--- config.mk ---
export PLATFORM = sky130hd
export DESIGN_NAME = biquad_filter_coef_ramp_top
export DESIGN_NICKNAME = d
export VERILOG_FILES = /design/src/design/bqcr_pkg.sv /design/src/design/biquad_filter_coef_ramp_top.sv
export SDC_FILE = /design/constraint.sdc
export NUM_CORES = 2
export LEC_CHECK = 0
export BUFFER_PORTS_ARGS = -buffer_cell sky130_fd_sc_hd__buf_2
export CAP_MARGIN = 10
export CORE_ASPECT_RATIO = 1.1
export CORE_MARGIN = 3
export CORE_UTILIZATION = 41
export CTS_BUF_LIST = sky130_fd_sc_hd__clkbuf_16
export DETAILED_ROUTE_END_ITERATION = 6
export PLACE_DENSITY = 0.55
export SLEW_MARGIN = 20
export SYNTH_ARGS = -nofsm -noshare
export SYNTH_HDL_FRONTEND = slang
export SYNTH_SLANG_ARGS = --single-unit
--- constraint.sdc ---
create_clock -name clk_i -period 10.05 [get_ports clk_i]
set_input_delay 2.01 -clock clk_i [delete_from_list [all_inputs] [get_ports clk_i]]
set_output_delay 2.01 -clock clk_i [all_outputs]
set_load 0.02 [all_outputs]
--- src/design/bqcr_pkg.sv ---
// Shared constants and codes for the biquad filter with coefficient ramping.
// No dependencies; imported by the top level and its checker.
`timescale 1ns / 1ps

package bqcr_pkg;

  localparam int DATA_W             = 32;
  localparam int COEF_CNT           = 5;
  localparam int DEF_MAX_CHAN       = 2;
  localparam int DEF_COEF_FRAC_BITS = 27;
  localparam int APB_ADDR_W         = 5;
  localparam int APB_DATA_W         = 32;
  localparam int NCH_W              = 2;
  localparam int MAX_DELTA_W        = 31;
  localparam int S_USER_W           = 3;

  localparam logic [NCH_W-1:0]       RESET_NUM_CHANNELS = NCH_W'(1);
  localparam logic [MAX_DELTA_W-1:0] RESET_MAX_DELTA    = MAX_DELTA_W'(4096);

  typedef enum logic [1:0] {
    CMD_SAMPLE  = 2'd0,
    CMD_ENABLE  = 2'd1,
    CMD_DISABLE = 2'd2,
    CMD_CLEAR   = 2'd3
  } cmd_e;

  typedef enum logic [2:0] {
    REG_TARGET_B0    = 3'd0,
    REG_TARGET_B1    = 3'd1,
    REG_TARGET_B2    = 3'd2,
    REG_TARGET_A1    = 3'd3,
    REG_TARGET_A2    = 3'd4,
    REG_NUM_CHANNELS = 3'd5,
    REG_MAX_DELTA    = 3'd6
  } reg_idx_e;

endpackage

--- src/design/biquad_filter_coef_ramp_top.sv ---
// Direct-form-1 biquad over interleaved channels with coefficient ramping.
// Depends on bqcr_pkg; delay words held in an internal two-port memory.
`timescale 1ns / 1ps

// A sample transaction leaves the input register in the idle state and runs
// the multiply-accumulate sequence, where one 32x32 multiplier serves the five
// taps while the four delay words of the channel are read from and written
// back to the delay memory. During a ramp the first sample of a frame first
// steps each coefficient. In bypass a sample is copied to the output register.
// Enable, disable and clear transactions are handled in the idle state and
// give no output. An input register and an output register let the next
// transaction in while a result waits to be taken. Clear marks all delay words
// as zero at once; there is no clearing pass after reset.

module biquad_filter_coef_ramp_top #(
  parameter int MAX_CHAN       = bqcr_pkg::DEF_MAX_CHAN,
  parameter int COEF_FRAC_BITS = bqcr_pkg::DEF_COEF_FRAC_BITS
) (
  input  logic                            clk_i,
  input  logic                            rst_ni,
  // APB configuration port
  input  logic                            psel,
  input  logic                            penable,
  input  logic                            pwrite,
  input  logic [bqcr_pkg::APB_ADDR_W-1:0] paddr,
  input  logic [bqcr_pkg::APB_DATA_W-1:0] pwdata,
  output logic [bqcr_pkg::APB_DATA_W-1:0] prdata,
  output logic                            pready,
  // input stream
  input  logic                            s_axis_tvalid,
  output logic                            s_axis_tready,
  input  logic [bqcr_pkg::DATA_W-1:0]     s_axis_tdata,   // [31:0] sample_in
  input  logic [bqcr_pkg::S_USER_W-1:0]   s_axis_tuser,   // [1:0] cmd, [2] immediate
  // output stream
  output logic                            m_axis_tvalid,
  input  logic                            m_axis_tready,
  output logic [bqcr_pkg::DATA_W-1:0]     m_axis_tdata,   // [31:0] sample_out
  output logic                            m_axis_tuser    // [0] channel
);
  import bqcr_pkg::*;

  localparam int CH_W   = (MAX_CHAN > 1) ? $clog2(MAX_CHAN) : 1;
  localparam int DEPTH  = 4 * MAX_CHAN;
  localparam int ADDR_W = CH_W + 2;
  localparam int IDX_W  = 3;

  localparam logic [DATA_W-1:0] COEF_ONE   = DATA_W'(1) << COEF_FRAC_BITS;
  localparam logic [3:0]        MAX_CHAN_L = 4'(MAX_CHAN);
  localparam logic [IDX_W-1:0]  LAST_COEF  = IDX_W'(COEF_CNT - 1);
  localparam logic [IDX_W-1:0]  LAST_STEP  = IDX_W'(6);

  typedef enum logic [1:0] {
    MODE_BYPASS      = 2'd0,
    MODE_NORMAL      = 2'd1,
    MODE_RAMP_TARGET = 2'd2,
    MODE_RAMP_IDENT  = 2'd3
  } mode_e;

  typedef enum logic [1:0] {
    ST_IDLE,
    ST_RAMP,
    ST_MAC,
    ST_BYPASS
  } state_e;

  // configuration registers
  logic [DATA_W-1:0]      target_q [COEF_CNT];
  logic [NCH_W-1:0]       num_ch_q;
  logic [MAX_DELTA_W-1:0] max_delta_q;

  logic     cfg_we;
  reg_idx_e cfg_idx;

  assign pready  = 1'b1;
  assign cfg_we  = psel & penable & pwrite;
  assign cfg_idx = reg_idx_e'(paddr[4:2]);

  always_ff @(posedge clk_i or negedge rst_ni) begin
    if (!rst_ni) begin
      target_q[0] <= COEF_ONE;
      for (int i = 1; i < COEF_CNT; i++) begin
        target_q[i] <= '0;
      end
      num_ch_q    <= RESET_NUM_CHANNELS;
      max_delta_q <= RESET_MAX_DELTA;
    end else if (cfg_we) begin
      case (cfg_idx)
        REG_TARGET_B0, REG_TARGET_B1, REG_TARGET_B2,
        REG_TARGET_A1, REG_TARGET_A2: target_q[cfg_idx] <= pwdata;
        REG_NUM_CHANNELS:             num_ch_q <= pwdata[NCH_W-1:0];
        REG_MAX_DELTA:                max_delta_q <= pwdata[MAX_DELTA_W-1:0];
        default: ;
      endcase
    end
  end

  always_comb begin
    case (cfg_idx)
      REG_TARGET_B0, REG_TARGET_B1, REG_TARGET_B2,
      REG_TARGET_A1, REG_TARGET_A2: prdata = target_q[cfg_idx];
      REG_NUM_CHANNELS:             prdata = APB_DATA_W'(num_ch_q);
      REG_MAX_DELTA:                prdata = APB_DATA_W'(max_delta_q);
      default:                      prdata = '0;
    endcase
  end

  // input register
  logic              ib_valid_q;
  cmd_e              ib_cmd_q;
  logic              ib_imm_q;
  logic [DATA_W-1:0] ib_x_q;
  logic              ib_pop;

  assign s_axis_tready = ~ib_valid_q;

  always_ff @(posedge clk_i) begin
    if (s_axis_tvalid && s_axis_tready) begin
      ib_cmd_q <= cmd_e'(s_axis_tuser[1:0]);
      ib_imm_q <= s_axis_tuser[2];
      ib_x_q   <= s_axis_tdata;
    end
  end

  // engine state
  state_e            state_q;
  mode_e             mode_q;
  logic [IDX_W-1:0]  idx_q;
  logic [COEF_CNT-1:0] dirty_q;
  logic [CH_W-1:0]   pos_q;
  logic [DATA_W-1:0] coef_q [COEF_CNT];
  logic [DEPTH-1:0]  dvalid_q;
  logic              out_valid_q;

  // payload
  logic [CH_W-1:0]          ch_q;
  logic [DATA_W-1:0]        x_q;
  logic signed [63:0]       prod_q;
  logic [63:0]              acc_q;
  logic [DATA_W-1:0]        rd_data_q;
  logic                     rd_valid_q;
  logic [DATA_W-1:0]        d0_old_q;
  logic [DATA_W-1:0]        d2_old_q;
  logic [DATA_W-1:0]        out_data_q;
  logic                     out_ch_q;
  logic [DATA_W-1:0]        dmem [DEPTH];

  // channel count in use
  logic [3:0]      n_raw, n_eff;
  logic [CH_W-1:0] ch_sel, pos_d;
  logic            ramping;

  assign n_raw   = (num_ch_q == '0) ? 4'd1 : 4'(num_ch_q);
  assign n_eff   = (n_raw > MAX_CHAN_L) ? MAX_CHAN_L : n_raw;
  assign ch_sel  = (4'(pos_q) >= n_eff) ? '0 : pos_q;
  assign pos_d   = (4'(ch_sel) + 4'd1 >= n_eff) ? '0 : CH_W'(4'(ch_sel) + 4'd1);
  assign ramping = (mode_q == MODE_RAMP_TARGET) || (mode_q == MODE_RAMP_IDENT);

  // ramp step on the coefficient picked by idx_q
  logic [DATA_W-1:0]    coef_rd, goal, coef_d;
  logic signed [32:0]   diff, md;
  logic [COEF_CNT-1:0]  dirty_d;
  logic                 step_done;

  assign coef_rd = (idx_q < IDX_W'(COEF_CNT)) ? coef_q[idx_q] : '0;
  assign goal    = (mode_q == MODE_RAMP_IDENT) ? ((idx_q == '0) ? COEF_ONE : '0)
                                               : target_q[idx_q];
  assign diff    = $signed({goal[DATA_W-1], goal}) - $signed({coef_rd[DATA_W-1], coef_rd});
  assign md      = $signed({2'b00, max_delta_q});

  always_comb begin
    coef_d    = coef_rd;
    dirty_d   = dirty_q;
    step_done = 1'b0;
    if (dirty_q[idx_q]) begin
      if (diff > md) begin
        coef_d = coef_rd + DATA_W'(max_delta_q);
      end else if (diff < -md) begin
        coef_d = coef_rd - DATA_W'(max_delta_q);
      end else begin
        coef_d          = goal;
        dirty_d[idx_q]  = 1'b0;
      end
    end
    step_done = (dirty_d == '0);
  end

  // multiply-accumulate operands
  logic signed [DATA_W-1:0] mul_a, mul_b;
  logic [DATA_W-1:0]        rd_word, y_val;
  logic                     out_free;

  assign rd_word  = rd_valid_q ? rd_data_q : '0;
  assign mul_a    = $signed(coef_rd);
  assign mul_b    = (idx_q == '0) ? $signed(x_q) : $signed(rd_word);
  assign y_val    = acc_q[COEF_FRAC_BITS +: DATA_W];
  assign out_free = ~out_valid_q | m_axis_tready;

  // delay memory access
  logic              mem_re, mem_we;
  logic [ADDR_W-1:0] mem_ra, mem_wa;
  logic [DATA_W-1:0] mem_wd;

  always_comb begin
    mem_re = (state_q == ST_MAC) && (idx_q < IDX_W'(4));
    mem_ra = {ch_q, idx_q[1:0]};
    mem_we = 1'b0;
    mem_wa = {ch_q, 2'd0};
    mem_wd = x_q;
    if (state_q == ST_MAC) begin
      case (idx_q)
        IDX_W'(1): begin
          mem_we = 1'b1;
          mem_wa = {ch_q, 2'd0};
          mem_wd = x_q;
        end
        IDX_W'(2): begin
          mem_we = 1'b1;
          mem_wa = {ch_q, 2'd1};
          mem_wd = d0_old_q;
        end
        IDX_W'(4): begin
          mem_we = 1'b1;
          mem_wa = {ch_q, 2'd3};
          mem_wd = d2_old_q;
        end
        LAST_STEP: begin
          mem_we = out_free;
          mem_wa = {ch_q, 2'd2};
          mem_wd = y_val;
        end
        default: ;
      endcase
    end
  end

  always_ff @(posedge clk_i) begin
    if (mem_we) begin
      dmem[mem_wa] <= mem_wd;
    end
    if (mem_re) begin
      rd_data_q <= dmem[mem_ra];
    end
  end

  assign ib_pop = (state_q == ST_IDLE) && ib_valid_q;

  logic out_load;
  assign out_load = out_free &&
                    ((state_q == ST_BYPASS) || (state_q == ST_MAC && idx_q == LAST_STEP));

  // control sequencer
  always_ff @(posedge clk_i or negedge rst_ni) begin
    if (!rst_ni) begin
      state_q     <= ST_IDLE;
      mode_q      <= MODE_BYPASS;
      idx_q       <= '0;
      dirty_q     <= '0;
      pos_q       <= '0;
      dvalid_q    <= '0;
      ib_valid_q  <= 1'b0;
      out_valid_q <= 1'b0;
      rd_valid_q  <= 1'b0;
      coef_q[0]   <= COEF_ONE;
      for (int i = 1; i < COEF_CNT; i++) begin
        coef_q[i] <= '0;
      end
    end else begin
      if (s_axis_tvalid && s_axis_tready) begin
        ib_valid_q <= 1'b1;
      end else if (ib_pop) begin
        ib_valid_q <= 1'b0;
      end
      if (out_load) begin
        out_valid_q <= 1'b1;
      end else if (m_axis_tready) begin
        out_valid_q <= 1'b0;
      end
      if (mem_re) begin
        rd_valid_q <= dvalid_q[mem_ra];
      end
      if (mem_we) begin
        dvalid_q[mem_wa] <= 1'b1;
      end

      case (state_q)
        ST_IDLE: begin
          idx_q <= '0;
          if (ib_valid_q) begin
            case (ib_cmd_q)
              CMD_ENABLE, CMD_DISABLE: begin
                if (ib_imm_q) begin
                  for (int i = 0; i < COEF_CNT; i++) begin
                    coef_q[i] <= (ib_cmd_q == CMD_ENABLE) ? target_q[i]
                                 : ((i == 0) ? COEF_ONE : '0);
                  end
                  dirty_q <= '0;
                  mode_q  <= (ib_cmd_q == CMD_ENABLE) ? MODE_NORMAL : MODE_BYPASS;
                end else begin
                  dirty_q <= '1;
                  mode_q  <= (ib_cmd_q == CMD_ENABLE) ? MODE_RAMP_TARGET
                                                      : MODE_RAMP_IDENT;
                end
              end
              CMD_CLEAR: begin
                dvalid_q <= '0;
              end
              CMD_SAMPLE: begin
                pos_q <= pos_d;
                if (ch_sel == '0 && ramping) begin
                  state_q <= ST_RAMP;
                end else if (mode_q == MODE_BYPASS) begin
                  state_q <= ST_BYPASS;
                end else begin
                  state_q <= ST_MAC;
                end
              end
              default: ;
            endcase
          end
        end
        ST_RAMP: begin
          coef_q[idx_q] <= coef_d;
          dirty_q       <= dirty_d;
          if (idx_q == LAST_COEF) begin
            idx_q <= '0;
            if (step_done && mode_q == MODE_RAMP_IDENT) begin
              mode_q  <= MODE_BYPASS;
              state_q <= ST_BYPASS;
            end else begin
              if (step_done) begin
                mode_q <= MODE_NORMAL;
              end
              state_q <= ST_MAC;
            end
          end else begin
            idx_q <= idx_q + 1'b1;
          end
        end
        ST_MAC: begin
          if (idx_q != LAST_STEP) begin
            idx_q <= idx_q + 1'b1;
          end else if (out_free) begin
            idx_q   <= '0;
            state_q <= ST_IDLE;
          end
        end
        ST_BYPASS: begin
          if (out_free) begin
            state_q <= ST_IDLE;
          end
        end
        default: state_q <= ST_IDLE;
      endcase
    end
  end

  // datapath registers
  always_ff @(posedge clk_i) begin
    if (ib_pop && ib_cmd_q == CMD_SAMPLE) begin
      ch_q <= ch_sel;
      x_q  <= ib_x_q;
    end
    if (state_q == ST_MAC) begin
      if (idx_q < IDX_W'(COEF_CNT)) begin
        prod_q <= mul_a * mul_b;
      end
      if (idx_q == '0) begin
        acc_q <= '0;
      end else if (idx_q <= IDX_W'(COEF_CNT)) begin
        acc_q <= acc_q + prod_q;
      end
      if (idx_q == IDX_W'(1)) begin
        d0_old_q <= rd_word;
      end
      if (idx_q == IDX_W'(3)) begin
        d2_old_q <= rd_word;
      end
    end
    if (out_load) begin
      out_data_q <= (state_q == ST_BYPASS) ? x_q : y_val;
      out_ch_q   <= ch_q[0];
    end
  end

  assign m_axis_tvalid = out_valid_q;
  assign m_axis_tdata  = out_data_q;
  assign m_axis_tuser  = out_ch_q;

endmodule

# ---- Yosys cells after proc, flatten, opt, wreduce, memory -nomap -nowiden
# Memory sizes are Yosys's and may differ from the RTL's. A register that Yosys moved wholly into a read port is not among the register bits.
# Index checks and enable logic that the tools add are counted.
dict set report word_totals {
  mem_bits_rw 256
  input_bits 79
  n_memories 1
  output_inout_bits 68
  wordCells 231
  regBits 670
}
dict set report classes {
  add_sub_neg 7
  multipliers 1
  bitwise 11
  mux 92
  n_reduce_logical 42
  eq_ne 28
  order_cmp 17
}
# memory depth width read_ports rd_clocked_by_memory_dff write_ports line
set mem_list {}
lappend mem_list {dmem 8 32 1 1 1 biquad_filter_coef_ramp_top.sv:145} ;# logic [DATA_W-1:0] dmem [DEPTH];
# op count
set op_table {}
lappend op_table {{32-bit 2-to-1 mux} 22}
lappend op_table {{160-bit 2-to-1 mux} 3}
lappend op_table {{160-bit bitwise mux} 2}
lappend op_table {{160-bit one-hot mux with 2 select lines} 1}
lappend op_table {{32-bit binary-select mux with 3-bit select} 3}
lappend op_table {{32-bit demux with 3-bit select} 2}
lappend op_table {{32-bit one-hot mux with 3 select lines} 2}
lappend op_table {{64-bit adder} 1}
lappend op_table {{32-bit by 32-bit multiplier with 64-bit output} 1}
lappend op_table {{64-bit 2-to-1 mux} 1}
lappend op_table {{33-bit by 32-bit greater-than comparator with 1-bit output} 1}
lappend op_table {{33-bit < comparator} 1}
lappend op_table {{31-bit negation with 33-bit output} 1}
lappend op_table {{32-bit by 32-bit subtractor with 33-bit output} 1}
lappend op_table {{32-bit by 31-bit adder with 32-bit output} 1}
lappend op_table {{8-bit 2-to-1 mux} 4}
lappend op_table {{32-bit by 31-bit subtractor with 32-bit output} 1}
lappend op_table {{2-bit 2-to-1 mux} 15}
lappend op_table {{5-bit 2-to-1 mux} 6}
lappend op_table {{28-bit 2-to-1 mux} 1}
lappend op_table {{1-bit 2-to-1 mux} 17}
lappend op_table {{2-bit AND reduction} 8}
lappend op_table {{3-bit equality test (second input constant)} 5}
lappend op_table {{2-bit equality test (second input constant)} 6}
lappend op_table {{47 further kinds} 92}

# ---- Longest topological paths before layout
dict set report logic_depth {
  word_depth 15
  depth_mapped 41
  ltp_nobuf 34
}

# ---- Worst setup path before layout
# Ideal clock, no wire load.
dict set report synth_timing {
  path_kind {register to register}
  start {register idx_q[0]}
  end {register prod_q[57], data pin}
  path_buffers 7
  arrival_time_ps 10008
  stages_incl_launch_ff 36
  setup_time_ps 258
  synth_period_minus_slack_ps 10265
  t_required_ps 9792
  slack_ps -215
  cell_sequence {dfrtp_1 -> inv_1 -> clkbuf_1 -> clkbuf_1 -> buf_1 -> ha_1 -> nor2b_1 -> clkbuf_1 -> clkbuf_1 -> buf_1 -> nand2_1 -> o21ai_1 -> clkbuf_1 -> nand2_1 -> inv_1 -> fa_1 -> fa_1 -> fa_1 -> inv_1 -> fa_1 -> inv_1 -> fa_1 -> fa_1 -> fa_1 -> fa_1 -> ha_1 -> a21oi_1 -> nor2b_1 -> o21a_1 -> o21ai_0 -> nor2b_1 -> o21bai_1 -> a2111oi_0 -> o21bai_1 -> a21oi_1 -> xnor2_1}
}
dict set report synth_between {
  elab_chain_len 6
  word_cells_on_any_way 9
  classes_between {mul (1); order compare (1); mux (5); bitwise (1); reduce/logical (1)}
}
# element line
set synth_rtl {}
lappend synth_rtl {{start, declared} biquad_filter_coef_ramp_top.sv:127} ;# logic [IDX_W-1:0] idx_q;
lappend synth_rtl {{start signal, assigned} biquad_filter_coef_ramp_top.sv:336} ;# idx_q <= idx_q + 1'b1;
lappend synth_rtl {{start signal, assigned} biquad_filter_coef_ramp_top.sv:341} ;# idx_q <= idx_q + 1'b1;
lappend synth_rtl {{3-bit NOT with 4-bit output (implied by the code)} biquad_filter_coef_ramp_top.sv:164} ;# assign coef_rd = (idx_q < IDX_W'(COEF_CNT)) ? coef_q[idx_q] : '0;
lappend synth_rtl {{32-bit binary-select mux with 3-bit select} biquad_filter_coef_ramp_top.sv:164}
lappend synth_rtl {{32-bit 2-to-1 mux (implied by the code) (2 in series)} biquad_filter_coef_ramp_top.sv:164}
lappend synth_rtl {{32-bit 2-to-1 mux} biquad_filter_coef_ramp_top.sv:164}
lappend synth_rtl {{32-bit by 32-bit multiplier with 64-bit output *} biquad_filter_coef_ramp_top.sv:365} ;# prod_q <= mul_a * mul_b;
lappend synth_rtl {{end signal, assigned} biquad_filter_coef_ramp_top.sv:365}
lappend synth_rtl {{end, declared} biquad_filter_coef_ramp_top.sv:137} ;# logic signed [63:0] prod_q;
# Mark *: on every way between the ends. The rest lies on a longest branch, timed or not. The select of a mux whose other input is x is not followed.
# A chain may end at the register's enable or synchronous reset.

# ---- Worst setup path after layout
dict set report layout_timing {
  start {register idx_q[1]}
  end {register prod_q[57], data pin}
}
# The elaborated chain is that of the path after synthesis.

==> run summary <==
The maximum number of pins on one net before global-route repair came out at 172. Setup slack on the worst reg-to-reg path comes out at 0.38 ns. The boundary pin count came out at 147. The clock sink count came out at 948. The length of the first detailed-routing pass in iterations is 6.

The area growth from synthesis to layout is 11.9%. The startpoint of the most critical register-to-register path is idx_q[1]. Measured along the x axis, the die boundary spans 440 microns. The core region is 205000 sq um. The run finished with clean final reports. The wire-length estimate of the detail-placed layout is 221000 microns. The most critical setup path has its startpoint at idx_q[1]. After technology mapping, the gate count stands at 8274. The area of the multi-input gates is 53000 sq um. The first-pass GRT wire length is 436000 microns. The overall via count from detail_route is 64483. The die covers 212000 sq um.

The transition time of the tightest slew-check pin came out at 1.08 ns. After global routing the overflow that remains totals 0. The site row count came out at 174. At the placement stage, the worst setup path has a slack of 0.0375 ns. STA puts the critical path data arrival time at 10.20 ns. The final period utilization came out at 96.2%. Derived from the worst setup path, the maximum achievable clock frequency is 0.103 GHz.

The end of the worst register-to-register path is prod_q[57]. The initial antenna violation count is 4. The share of synthesized area in the top cell type comes to 24.3%. The number of enable-type register cells in the synthesized netlist came out at 571. Setup repair after global routing left no endpoint under its margin. The clock network latency to the later pin of the worst-skew pair came out at 0.79 ns. The final setup violation count came out at 0. Using the TritonRoute via totals, the vias-per-cell ratio works out to 5.72. Ranked by total cell area, the synthesized netlist is headed by fa_1, edfxtp_1, dfrtp_1, ha_1, inv_1. The initial utilization of the core area, before any placement, comes to 41.4%. The clock buffer count from CTS is 102.

The average routed wire per standard cell came out at 25.6 microns. Across the run, the number of max-cap violations was 0. The sum of negative setup slack came out at 0 ns. Yosys printed 0 warnings. The delay of the slowest critical-path stage is 0.65 ns. The maximum clock path buffer count came out at 3. In this run the clock root is driven by a clkbuf_16. The residual antenna-violating net count after detailed routing is 0. The async set-reset flop share out of synthesis came out at 39.8%.

The number of cells traversed by the worst register-to-register path came out at 33. For this run, design rule violations remaining after detail routing come to 0. The clock tree from TritonCTS is built. The via count of the first global-routing pass is 67303. The worst setup path is launched from a flop. The worst path in the final design needs a cycle of 9.67 ns, including I/O delays and setup. The register area share after synthesis came out at 31.3%. The leading area contributor after synthesis is fa_1. The filler cells instantiated in the layout total 19366.

The worst hold-check slack came out at 0.364 ns. The worst hold path begins at ib_x_q[1]. The slowest stage of the critical path belongs to the cell fa_2. The total routed wirelength is 289000 microns. The post-synth net total is 9788. The distinct cell type count after synthesis came out at 94. Among the stages of the critical path, the cell type that occurs most often is fa_1.

The number of violations reported at the end of detailed-routing iteration 0 came out at 4805. The critical path is of the flop to flop type. The total global routing track utilization is 27.3%.

Among all flip-flop cells after synthesis, the most frequent one is edfxtp_1. The area taken by flip-flops and latches came out at 26600 sq um. Across all setup checks in the final design, the least slack found is 0.378 ns. The worst slew margin relative to its limit came out at 27.4%. Synthesis inferred 948 register bits.

The peak fanout along the critical path is 33. The cell count of the worst hold path came out at 0. The clock transition time at the flip-flop clock pins of the worst setup and hold paths came out at 0.06 ns.

The summed instance area of the synthesized netlist came out at 84800 sq um. The vertical die dimension is 483 microns. The H-tree was split into 3 levels. At the end of routability-driven placement, the weighted congestion stood at 0.917. The final number of max-transition violations is 0.

The class of the tightest hold or removal check is flop to flop. The count of input and output buffers is 143. The number of hold-slack violations in the final timing report came out at 0. The number of hold-repair buffers added at the cts stage is 0. The worst setup path is captured at a flop. Across the routed clock network, the largest skew measured is 0.0814 ns. For hold timing, the worst endpoint is x_q[1]. Averaged over all synthesized cells, the footprint is 10.3 sq um.

The layout cell share with drive strength beyond 1 is 13.7%. The total number of nets in the final design is 9969. At the worst endpoint, the required time is 10.58 ns.
synth_stat cells, types with 35 or more instances:
master    count
inv_1      1083
and2_1       55
nor2_1      831
a22oi_1     130
xnor2_1     153
buf_1        49
a22o_1       35
o22ai_1      70
xor2_1       53
nor3_1       77
mux4_2       96
o21ai_1      49
nand2b_1     40
o21a_1       55
a21oi_1     377
clkbuf_1    391
nand2_1     879
o31ai_1      37
nor2b_1      35
and3_1      106
dfrtp_1     373
edfxtp_1    571
nand3_1      70
o21bai_1     36
mux2_2      227
fa_1       1028
ha_1        407
mux2i_1     107
o21ai_0     320
a21o_1      103
through the flow:
stage          instances  utilization [%]  cell area, sq um
6_report           11273             46.3             94900
5_1_grt            11272             46.3             94900
4_1_cts            11259             46.2             94600
3_5_place_dp       11068             44.5             91300
3_3_place_gp       11068             44.5             91300
2_1_floorplan       8274                -             84800
routing by layer:
layer	track usage (%)	wire length (microns)
met1	36.0	119000
met5	0	13
met2	45.8	140000
met3	3.90	18000
met4	9.93	11700
registers in the layout, indices dropped and copies added (netlist names), 31 cells and up:
signal,cells
acc_q,59
d2_old_q,32
target_q,160
ib_x_q,32
m_axis_tdata,32
d0_old_q,32
prod_q,59
coef_q,160
dmem,256
max_delta_q,31
rd_data_q,32
x_q,32
critical path, delay by kind of cell (launching register included):
| kind | cells | cell delay [ns] |
|---|---|---|
| AOI/OAI and AO/OA | 10 | 2.14 |
| DFF | 1 | 0.49 |
| muxes | 1 | 0.21 |
| buffers and inverters | 8 | 1.51 |
| xor gates and xnor gates | 1 | 0.08 |
| and+or+nand+nor | 4 | 0.35 |
| adders and majority gates | 9 | 4.48 |
repair_timing:
item	CTS	global route
pin swaps	0	3
gates resized for setup	1	24
gates cloned	0	1
buffers inserted	0	9
endpoints found under the setup margin	2	11
cell usage in the layout, fill, tap and decap left out, types with 35 or more instances in the layout:
cell type	count
o22ai_1	40
buf_2	141
a22o_1	35
mux4_2	96
nor3_1	75
buf_12	62
o21bai_1	36
xor2_1	53
clkbuf_16	103
edfxtp_1	571
buf_4	323
mux2_2	227
nand2_1	878
mux2i_1	106
inv_1	1098
and3_1	104
fa_1	1026
dfrtp_1	370
a21oi_1	370
a21o_1	101
nor2_1	816
o21ai_1	49
nand2b_1	40
xnor2_1	153
ha_1	404
o21a_1	52
o21ai_0	304
and2_1	54
nand3_1	70
a22oi_1	130
o31ai_1	36
cells by family (layout without fill, tap and decap cells):
group | Yosys count | in the layout | synth area share, %
fa+ha+maj | 1435 | 1435 | 30.3
mux | 430 | 430 | 6.83
compound gates | 1514 | 1514 | 11.6
xor+xnor | 206 | 206 | 2.13
flops | 948 | 948 | 31.3
buf+inv | 1551 | 1819 | 6.89
simple gates | 2189 | 2189 | 10.9
other cells | 1 | 4 | 0.00442
how the worst max path moves through the flow:
stage,to,cells after the start
2_1_floorplan,prod_q[57],35
3_3_place_gp,prod_q[57],32
3_5_place_dp,prod_q[57],33
4_1_cts,prod_q[57],33
5_1_grt,prod_q[50],31
6_report,prod_q[57],33
final cells by class:
cell class,count,share of cell area [%]
multi-input combinational,5775,55.8
sequential,948,28.0
timing repair buffer,530,4.67
inverter,1098,4.37
tap,2728,3.60
clock buffer,102,2.69
clock inverter,89,0.820
antenna,3,0.00791
Power is not shown: default switching activity piles up to over one toggle a cycle in this logic, so the estimate is an artifact.
